--- src/hdl/evad_pkg.sv ---
`timescale 1ns / 1ps
// ----------------------------------------------------------------------------
// evad_pkg
// Shared types and constants for the energy voice activity detector.
// ----------------------------------------------------------------------------
package evad_pkg;

    localparam int unsigned THR_W = 31;   // energy and threshold width
    localparam int unsigned RUN_W = 8;    // run counters and frame limits
    localparam int unsigned SMP_W = 16;   // PCM sample width
    localparam int unsigned SQ_W  = 32;   // one squared sample

    // Configuration register indexes
    localparam logic [1:0] REG_SPEECH_THR   = 2'd0;
    localparam logic [1:0] REG_SILENCE_THR  = 2'd1;
    localparam logic [1:0] REG_SPEECH_NEED  = 2'd2;
    localparam logic [1:0] REG_SILENCE_NEED = 2'd3;

    // Configuration reset values
    localparam logic [THR_W-1:0] RST_SPEECH_THR   = 31'd1500;
    localparam logic [THR_W-1:0] RST_SILENCE_THR  = 31'd500;
    localparam logic [RUN_W-1:0] RST_SPEECH_NEED  = 8'd3;
    localparam logic [RUN_W-1:0] RST_SILENCE_NEED = 8'd10;

    localparam logic [RUN_W-1:0] RUN_MAX = 8'd255;

    typedef enum logic [1:0] {
        EV_NONE  = 2'd0,
        EV_START = 2'd1,
        EV_END   = 2'd2
    } t_event;

    typedef enum logic [1:0] {
        ST_IDLE,
        ST_DIV,
        ST_POST
    } t_state;

    // Controller to datapath
    typedef struct packed {
        logic acc_en;    // accumulate the accepted sample
        logic load_div;  // frame closes: start the divide
        logic div_step;  // one restoring divide step
        logic post;      // hysteresis update and output load
    } t_dp_cmd;

    // Datapath to controller
    typedef struct packed {
        logic frame_end;  // the sample on the input closes a frame
        logic out_busy;   // output register full and not taken this cycle
    } t_dp_stat;

endpackage

--- src/hdl/evad_ctrl.sv ---
`timescale 1ns / 1ps
// ----------------------------------------------------------------------------
// evad_ctrl
// Sequencer: input flow control, divide step count, result hand-off.
// ----------------------------------------------------------------------------
module evad_ctrl #(
    parameter int unsigned SUM_W = 41
) (
    input  logic               i_clk,
    input  logic               i_rst_n,
    input  logic               i_in_valid,
    output logic               o_in_stall,
    input  evad_pkg::t_dp_stat i_stat,
    output evad_pkg::t_dp_cmd  o_cmd
);
    import evad_pkg::*;

    localparam int unsigned STEP_W = $clog2(SUM_W);

    t_state            r_state, n_state;
    logic [STEP_W-1:0] r_step,  n_step;

    always_ff @(posedge i_clk) begin
        if (!i_rst_n) begin
            r_state <= ST_IDLE;
            r_step  <= '0;
        end else begin
            r_state <= n_state;
            r_step  <= n_step;
        end
    end

    always_comb begin
        n_state = r_state;
        n_step  = r_step;
        o_cmd   = '0;
        // only a frame-closing sample has to wait for the divider and the result hand-off
        o_in_stall   = (r_state != ST_IDLE) && i_stat.frame_end;
        o_cmd.acc_en = i_in_valid && !o_in_stall;
        unique case (r_state)
            ST_IDLE: begin
                if (o_cmd.acc_en && i_stat.frame_end) begin
                    o_cmd.load_div = 1'b1;
                    n_step         = STEP_W'(SUM_W - 1);
                    n_state        = ST_DIV;
                end
            end
            ST_DIV: begin
                o_cmd.div_step = 1'b1;
                if (r_step == '0) begin
                    n_state = ST_POST;
                end else begin
                    n_step = r_step - STEP_W'(1);
                end
            end
            ST_POST: begin
                if (!i_stat.out_busy) begin
                    o_cmd.post = 1'b1;
                    n_state    = ST_IDLE;
                end
            end
            default: n_state = ST_IDLE;
        endcase
    end

endmodule

--- src/hdl/evad_dp.sv ---
`timescale 1ns / 1ps
// ----------------------------------------------------------------------------
// evad_dp
// Datapath: square accumulator, restoring divider, hysteresis, output register.
// ----------------------------------------------------------------------------
module evad_dp #(
    parameter int unsigned MAX_FRAME_SAMPLES = 1024,
    parameter int unsigned CNT_W             = 11,
    parameter int unsigned SUM_W             = 41
) (
    input  logic                        i_clk,
    input  logic                        i_rst_n,
    input  logic                        i_cfg_we,
    input  logic [1:0]                  i_cfg_index,
    input  logic [evad_pkg::THR_W-1:0]  i_cfg_data,
    input  logic signed [evad_pkg::SMP_W-1:0] i_sample,
    input  logic                        i_last_in_frame,
    input  logic                        i_out_stall,
    input  evad_pkg::t_dp_cmd           i_cmd,
    output evad_pkg::t_dp_stat          o_stat,
    output logic                        o_out_valid,
    output logic                        o_in_speech,
    output logic [evad_pkg::THR_W-1:0]  o_frame_energy,
    output logic [1:0]                  o_event_res
);
    import evad_pkg::*;

    // configuration
    logic [THR_W-1:0] r_speech_thr, r_silence_thr;
    logic [RUN_W-1:0] r_speech_need, r_silence_need;

    // accumulation
    logic [SUM_W-1:0] r_sum;
    logic [CNT_W-1:0] r_count;

    // divider
    logic [SUM_W-1:0] r_quo;
    logic [CNT_W-1:0] r_div;
    logic [CNT_W-1:0] r_rem;

    // hysteresis
    logic             r_mode;
    logic [RUN_W-1:0] r_loud, r_quiet;
    logic             n_mode;
    logic [RUN_W-1:0] n_loud, n_quiet;
    t_event           n_event;

    logic             r_out_valid;

    logic [SMP_W-1:0] w_mag;
    logic [SQ_W-1:0]  w_sq;
    logic [SUM_W-1:0] w_sum_inc;
    logic [CNT_W-1:0] w_cnt_inc;
    logic [CNT_W:0]   w_shift;
    logic             w_ge;
    logic [CNT_W:0]   w_diff;
    logic [THR_W-1:0] w_energy;
    logic [RUN_W-1:0] w_loud_bump, w_quiet_bump;

    // -32768 wraps to 0x8000, which is its magnitude as unsigned
    assign w_mag     = i_sample[SMP_W-1] ? (SMP_W'(0) - $unsigned(i_sample))
                                         : $unsigned(i_sample);
    assign w_sq      = {{(SQ_W-SMP_W){1'b0}}, w_mag} * {{(SQ_W-SMP_W){1'b0}}, w_mag};
    assign w_sum_inc = r_sum + SUM_W'(w_sq);
    assign w_cnt_inc = r_count + CNT_W'(1);

    assign o_stat.frame_end = i_last_in_frame || (w_cnt_inc == CNT_W'(MAX_FRAME_SAMPLES));
    assign o_stat.out_busy  = r_out_valid && i_out_stall;

    assign w_shift = {r_rem, r_quo[SUM_W-1]};
    assign w_ge    = w_shift >= {1'b0, r_div};
    assign w_diff  = w_shift - {1'b0, r_div};

    assign w_energy     = r_quo[THR_W-1:0];
    assign w_loud_bump  = (r_loud  < RUN_MAX) ? r_loud  + RUN_W'(1) : RUN_MAX;
    assign w_quiet_bump = (r_quiet < RUN_MAX) ? r_quiet + RUN_W'(1) : RUN_MAX;

    always_comb begin
        n_mode  = r_mode;
        n_loud  = r_loud;
        n_quiet = r_quiet;
        n_event = EV_NONE;
        if (!r_mode) begin
            if (w_energy > r_speech_thr) begin
                n_loud = w_loud_bump;
                if (w_loud_bump >= r_speech_need) begin
                    n_mode  = 1'b1;
                    n_quiet = '0;
                    n_event = EV_START;
                end
            end else begin
                n_loud = '0;
            end
        end else begin
            if (w_energy < r_silence_thr) begin
                n_quiet = w_quiet_bump;
                if (w_quiet_bump >= r_silence_need) begin
                    n_mode  = 1'b0;
                    n_loud  = '0;
                    n_event = EV_END;
                end
            end else begin
                n_quiet = '0;
            end
        end
    end

    always_ff @(posedge i_clk) begin
        if (!i_rst_n) begin
            r_speech_thr   <= RST_SPEECH_THR;
            r_silence_thr  <= RST_SILENCE_THR;
            r_speech_need  <= RST_SPEECH_NEED;
            r_silence_need <= RST_SILENCE_NEED;
            r_sum          <= '0;
            r_count        <= '0;
            r_mode         <= 1'b0;
            r_loud         <= '0;
            r_quiet        <= '0;
            r_out_valid    <= 1'b0;
        end else begin
            if (i_cfg_we) begin
                unique case (i_cfg_index)
                    REG_SPEECH_THR:   r_speech_thr   <= i_cfg_data;
                    REG_SILENCE_THR:  r_silence_thr  <= i_cfg_data;
                    REG_SPEECH_NEED:  r_speech_need  <= i_cfg_data[RUN_W-1:0];
                    REG_SILENCE_NEED: r_silence_need <= i_cfg_data[RUN_W-1:0];
                    default: ;
                endcase
            end
            if (i_cmd.acc_en) begin
                if (o_stat.frame_end) begin
                    r_sum   <= '0;
                    r_count <= '0;
                end else begin
                    r_sum   <= w_sum_inc;
                    r_count <= w_cnt_inc;
                end
            end
            if (i_cmd.post) begin
                r_mode      <= n_mode;
                r_loud      <= n_loud;
                r_quiet     <= n_quiet;
                r_out_valid <= 1'b1;
            end else if (!i_out_stall) begin
                r_out_valid <= 1'b0;
            end
        end
    end

    // divider and result payload
    always_ff @(posedge i_clk) begin
        if (i_cmd.load_div) begin
            r_quo <= w_sum_inc;
            r_div <= w_cnt_inc;
            r_rem <= '0;
        end else if (i_cmd.div_step) begin
            r_rem <= w_ge ? w_diff[CNT_W-1:0] : w_shift[CNT_W-1:0];
            r_quo <= {r_quo[SUM_W-2:0], w_ge};
        end
        if (i_cmd.post) begin
            o_in_speech    <= n_mode;
            o_frame_energy <= w_energy;
            o_event_res    <= n_event;
        end
    end

    assign o_out_valid = r_out_valid;

endmodule

--- src/hdl/energy_voice_activity_detector.sv ---
`timescale 1ns / 1ps
// ----------------------------------------------------------------------------
// energy_voice_activity_detector
// Frame energy from PCM samples with speech/silence hysteresis.
// ----------------------------------------------------------------------------
// Usage:
//   Input channel (i_in_valid / o_in_stall) carries one signed sample per
//   transaction plus a frame-end mark; a frame also closes on its
//   MAX_FRAME_SAMPLES-th sample. Samples are taken one per cycle while not stalled.
//   Output channel (o_out_valid / i_out_stall) carries one result per frame:
//   state, truncated mean energy and start/end event.
//   Each frame's mean is formed by the one-bit-per-cycle restoring divider on
//   the SUM_W-bit sum (SUM_W = 30 + clog2(MAX_FRAME_SAMPLES + 1), 41 at the
//   default); the hysteresis step then loads the output register.
//   Accumulation of the next frame runs during the divide; only a frame's
//   closing sample is stalled while the previous frame is still in the
//   divider or hysteresis step, so frames of SUM_W + 2 samples or more flow
//   at one sample per cycle while the output is not stalled.
//   A stalled result stays in the output register; a further frame result
//   waits in the sequencer until that register is taken.
//   Reset (synchronous, active low) restores the default thresholds and
//   frame limits, clears the accumulator and starts in silence.
//   Configuration writes are taken in any cycle, intended while idle.
// ----------------------------------------------------------------------------
module energy_voice_activity_detector #(
    parameter int unsigned MAX_FRAME_SAMPLES = 1024
) (
    input  logic                              i_clk,
    input  logic                              i_rst_n,
    input  logic                              i_cfg_we,
    input  logic [1:0]                        i_cfg_index,
    input  logic [evad_pkg::THR_W-1:0]        i_cfg_data,
    input  logic                              i_in_valid,
    output logic                              o_in_stall,
    input  logic signed [evad_pkg::SMP_W-1:0] i_sample,
    input  logic                              i_last_in_frame,
    output logic                              o_out_valid,
    input  logic                              i_out_stall,
    output logic                              o_in_speech,
    output logic [evad_pkg::THR_W-1:0]        o_frame_energy,
    output logic [1:0]                        o_event_res
);
    import evad_pkg::*;

    localparam int unsigned CNT_W = $clog2(MAX_FRAME_SAMPLES + 1);
    localparam int unsigned SUM_W = 30 + CNT_W;

    t_dp_cmd  w_cmd;
    t_dp_stat w_stat;

    evad_ctrl #(
        .SUM_W(SUM_W)
    ) u_ctrl (
        .i_clk      (i_clk),
        .i_rst_n    (i_rst_n),
        .i_in_valid (i_in_valid),
        .o_in_stall (o_in_stall),
        .i_stat     (w_stat),
        .o_cmd      (w_cmd)
    );

    evad_dp #(
        .MAX_FRAME_SAMPLES(MAX_FRAME_SAMPLES),
        .CNT_W            (CNT_W),
        .SUM_W            (SUM_W)
    ) u_dp (
        .i_clk           (i_clk),
        .i_rst_n         (i_rst_n),
        .i_cfg_we        (i_cfg_we),
        .i_cfg_index     (i_cfg_index),
        .i_cfg_data      (i_cfg_data),
        .i_sample        (i_sample),
        .i_last_in_frame (i_last_in_frame),
        .i_out_stall     (i_out_stall),
        .i_cmd           (w_cmd),
        .o_stat          (w_stat),
        .o_out_valid     (o_out_valid),
        .o_in_speech     (o_in_speech),
        .o_frame_energy  (o_frame_energy),
        .o_event_res     (o_event_res)
    );

endmodule
--- config.mk ---
export PLATFORM = sky130hd
export DESIGN_NAME = energy_voice_activity_detector
export DESIGN_NICKNAME = d
export VERILOG_FILES = /design/src/hdl/evad_pkg.sv /design/src/hdl/evad_ctrl.sv /design/src/hdl/evad_dp.sv /design/src/hdl/energy_voice_activity_detector.sv
export SDC_FILE = /design/constraint.sdc
export NUM_CORES = 1
export LEC_CHECK = 0
export BUFFER_PORTS_ARGS = -buffer_cell sky130_fd_sc_hd__buf_2
export CAP_MARGIN = 0
export CORE_ASPECT_RATIO = 0.6
export CORE_UTILIZATION = 35
export DETAILED_ROUTE_END_ITERATION = 6
export SLEW_MARGIN = 30
export SYNTH_ARGS = -nofsm -noshare
export SYNTH_HDL_FRONTEND = slang
export SYNTH_HIERARCHICAL = 1
export SYNTH_SLANG_ARGS = --single-unit
--- constraint.sdc ---
create_clock -name i_clk -period 7.32 [get_ports i_clk]
set_input_delay 0.366 -clock i_clk [delete_from_list [all_inputs] [get_ports i_clk]]
set_output_delay 0.366 -clock i_clk [all_outputs]
set_load 0.005 [all_outputs]
==> results.md <==
* Layout area overhead at 17.78%
* Max-slew violations at 0
* Total number of vias at 17.36k
* Initial antenna violation count at 0
* Clock transition at path regs at 70 ps
* R2R depth at 17
* Final setup fails at 0
* GR Util met3 at 0.03729
* Post-Synthesis Cells at 2407
* Part of the cycle the worst path needs at 0.9885
* CTS Buf Count at 23
* Router iterations before antenna repair at 6
* Max Cap Viol at 0
* Initial Utilization at 0.3571
* Largest net degree at the start of global routing at 102
* GRT met1 Usage at 0.2832
* DRC violations left at 0
* # diodes at 0
* CP required at 7610 ps
* Share of cells above drive strength 1 at 0.1665
* Worst-Margin Slew at ~820 ps
* Clk root buf: clkbuf_16
* Async SR Flop Fraction at 0
* Routability cong. at 0.9441
* Post-synth cell types at 89
* H-tree depth at 1
* Initial DRC count at 1195
* Hold Path Cell Cnt at 3
* GR peak layer: met1
* Vias per cell at 4.966
* Worst setup EP type: register
* Peak Freq at 0.1382 GHz
* CTS tree: yes
* Synth warn at 6
* Routed WL at 57590 µm
* Worst-path fanout max at 6
* Number of synthesized flops with an enable pin at 86
* Total core area at 59660 µm²
* Syn_area_per_cell at 8.849 µm²
* HP Class: in -> reg
* Clk_skew at ~7 ps
* Die span in y at a little under 200 µm
* # clock sinks at approximately 250
* Final Critical Period at between 7000 and 8000 ps
* Final core occ at 0.4205
* Bufs and invs on worst path at 9
* I/O pin total at 91
* Commonest non-fill, non-tap cell in the layout: inv_1
* Outcome: finished clean
* Vias in the first global route at 17.28k
* Fillers at 5871
* Largest cells by area after synthesis: fa_1 (18%), dfxtp_1 (16%), edfxtp_1 (12%), ha_1 (12%), inv_1 (8.2%)
* First-pass GRT wire length at 92470 µm
* Worst path slowest cell: fa_1
* Worst path max stage delay at 550 ps
* Syn Std Cell Area at roughly 21000 µm²
* Max Buffers Root-to-Sink at 3
* #FFs+latches synth at 253
* GRT met2 Usage at 0.2806
* I/O Buffers at 90
* Antenna-violating nets left at 0
* Hpwl dp at about 46000 µm
* Drt wl/cell at about 16 µm
* Die footprint at 61880 µm²
* Commonest non-fill, non-tap cells in the layout: inv_1 (461), nand2_1 (311), buf_4 (210)
* Crit path depth at 30
* Total grt overflow at 0
* Gr usage total at 0.1872
* RSZ-0062 raised after global routing: yes
* Sequential share of the synthesized area at 0.2782
* Startpoint types: input port
* Die width at 320.5 µm
* Final hold viol count at 0
* Clk_lat worst skew at 530 ps
* CTS Hold Buffers Added at 0
* CP Data Arrival Time at between 7000 and 8000 ps
* Ys flop type: dfxtp_1
* Post-synth top area share at 0.1833
* Post-synth top area cell: fa_1
* CP dominant cell by count: fa_1
* Rows at 69
* Setup Crit Path Kind: in -> reg
* Top delay family on crit path: adder cells
* Nets at about 3.1k
* Slew HR at 0.4559
==> worst paths after layout <==
check	from	end	slack, ps
max reg2reg	u_dp/r_sum[8]	u_dp/r_quo[29]	2280
min reg2reg	u_dp/r_speech_thr[11]	u_dp/r_speech_thr[11]	450
min	i_cfg_data[15]	u_dp/r_silence_thr[15]	90
max	i_sample[3]	u_dp/r_quo[29]	80
==> cells by family (layout without fill, tap and decap cells) <==
logic type / after synthesis / count (layout) / share of synthesized area
muxes: 33 / 33 / 0.01703
other: 2 / 11 / 0.0003526
xor gates and xnor gates: 70 / 70 / 0.02984
AOI/OAI and AO/OA: 444 / 444 / 0.1356
DFF: 253 / 253 / 0.2782
adders and majority gates: 395 / 395 / 0.3008
buffers and inverters: 560 / 823 / 0.09956
and+or+nand+nor: 650 / 650 / 0.1387
==> Yosys cell counts, types with 47 or more instances <==
master / number
a21o_1: 48
dfxtp_1: 167
nand3_1: 52
nand2_1: 311
fa_1: 195
inv_1: 464
clkbuf_1: 68
edfxtp_1: 86
o21ai_0: 47
nor2_1: 134
ha_1: 200
a21oi_1: 165
==> flip-flops by register name, indices dropped and copies added, names as in the netlist <==
name / cells
u_ctrl/r_state: 2
u_ctrl/r_step: 6
u_dp/o_event_res: 2
u_dp/o_frame_energy: 31
u_dp/o_in_speech: 1
u_dp/o_out_valid: 1
u_dp/r_count: 11
u_dp/r_div: 11
u_dp/r_loud: 8
u_dp/r_mode: 1
u_dp/r_quiet: 8
u_dp/r_quo: 41
u_dp/r_rem: 11
u_dp/r_silence_need: 8
u_dp/r_silence_thr: 31
u_dp/r_speech_need: 8
u_dp/r_speech_thr: 31
u_dp/r_sum: 41
==> tightest hold or removal path, cell delays in order <==
cell     delay [ps]
buf_2           110
nand2_1          50
a21oi_1          50
==> cell type report <==
type	instances	area [µm²]	area share
Tap cell	816	1021	0.04070
Timing Repair Buffer	303	2078	0.08284
Sequential cell	253	5926	0.2362
Clock inverter	14	152.6	0.006084
Clock buffer	27	600.6	0.02394
Inverter	479	1799	0.07172
Multi-Input combinational cell	1603	13510	0.5385
==> metal layers <==
| layer | vias to the layer above | share of wire |
|---|---|---|
| met5 | - | 0 |
| met4 | 0 | 0.0092 |
| met3 | 48 | 0.072 |
| met2 | 483 | 0.42 |
| met1 | 8438 | 0.50 |
| li1 | 8386 | - |
==> metrics by stage <==
stage / cell area (µm²) / instances / setup TNS, ps / setup slack [ps] / hold WS, ps
floorplan: 21340 / 2416 / 0 / 31.44 / 428.4
global placement: 24100 / 3450 / -13110 / -807.7 / 443.6
detailed placement: 24110 / 3450 / -18290 / -776.3 / 446.5
CTS: 24880 / 3491 / 0 / 12.03 / 68.50
global route: 25090 / 3495 / -1800 / -185.1 / 82.42
finish: 25090 / 3495 / 0 / 84.42 / 86.46
==> timing repair <==
action | CTS | global route
hold endpoints to repair | 0 | 0
resized for setup | 3 | 42
pin swaps | 0 | 9
setup endpoints to repair | 10 | 43
buffers inserted | 0 | 4
Power is not shown: default switching activity piles up to over one toggle a cycle in this logic, so the estimate is an artifact.
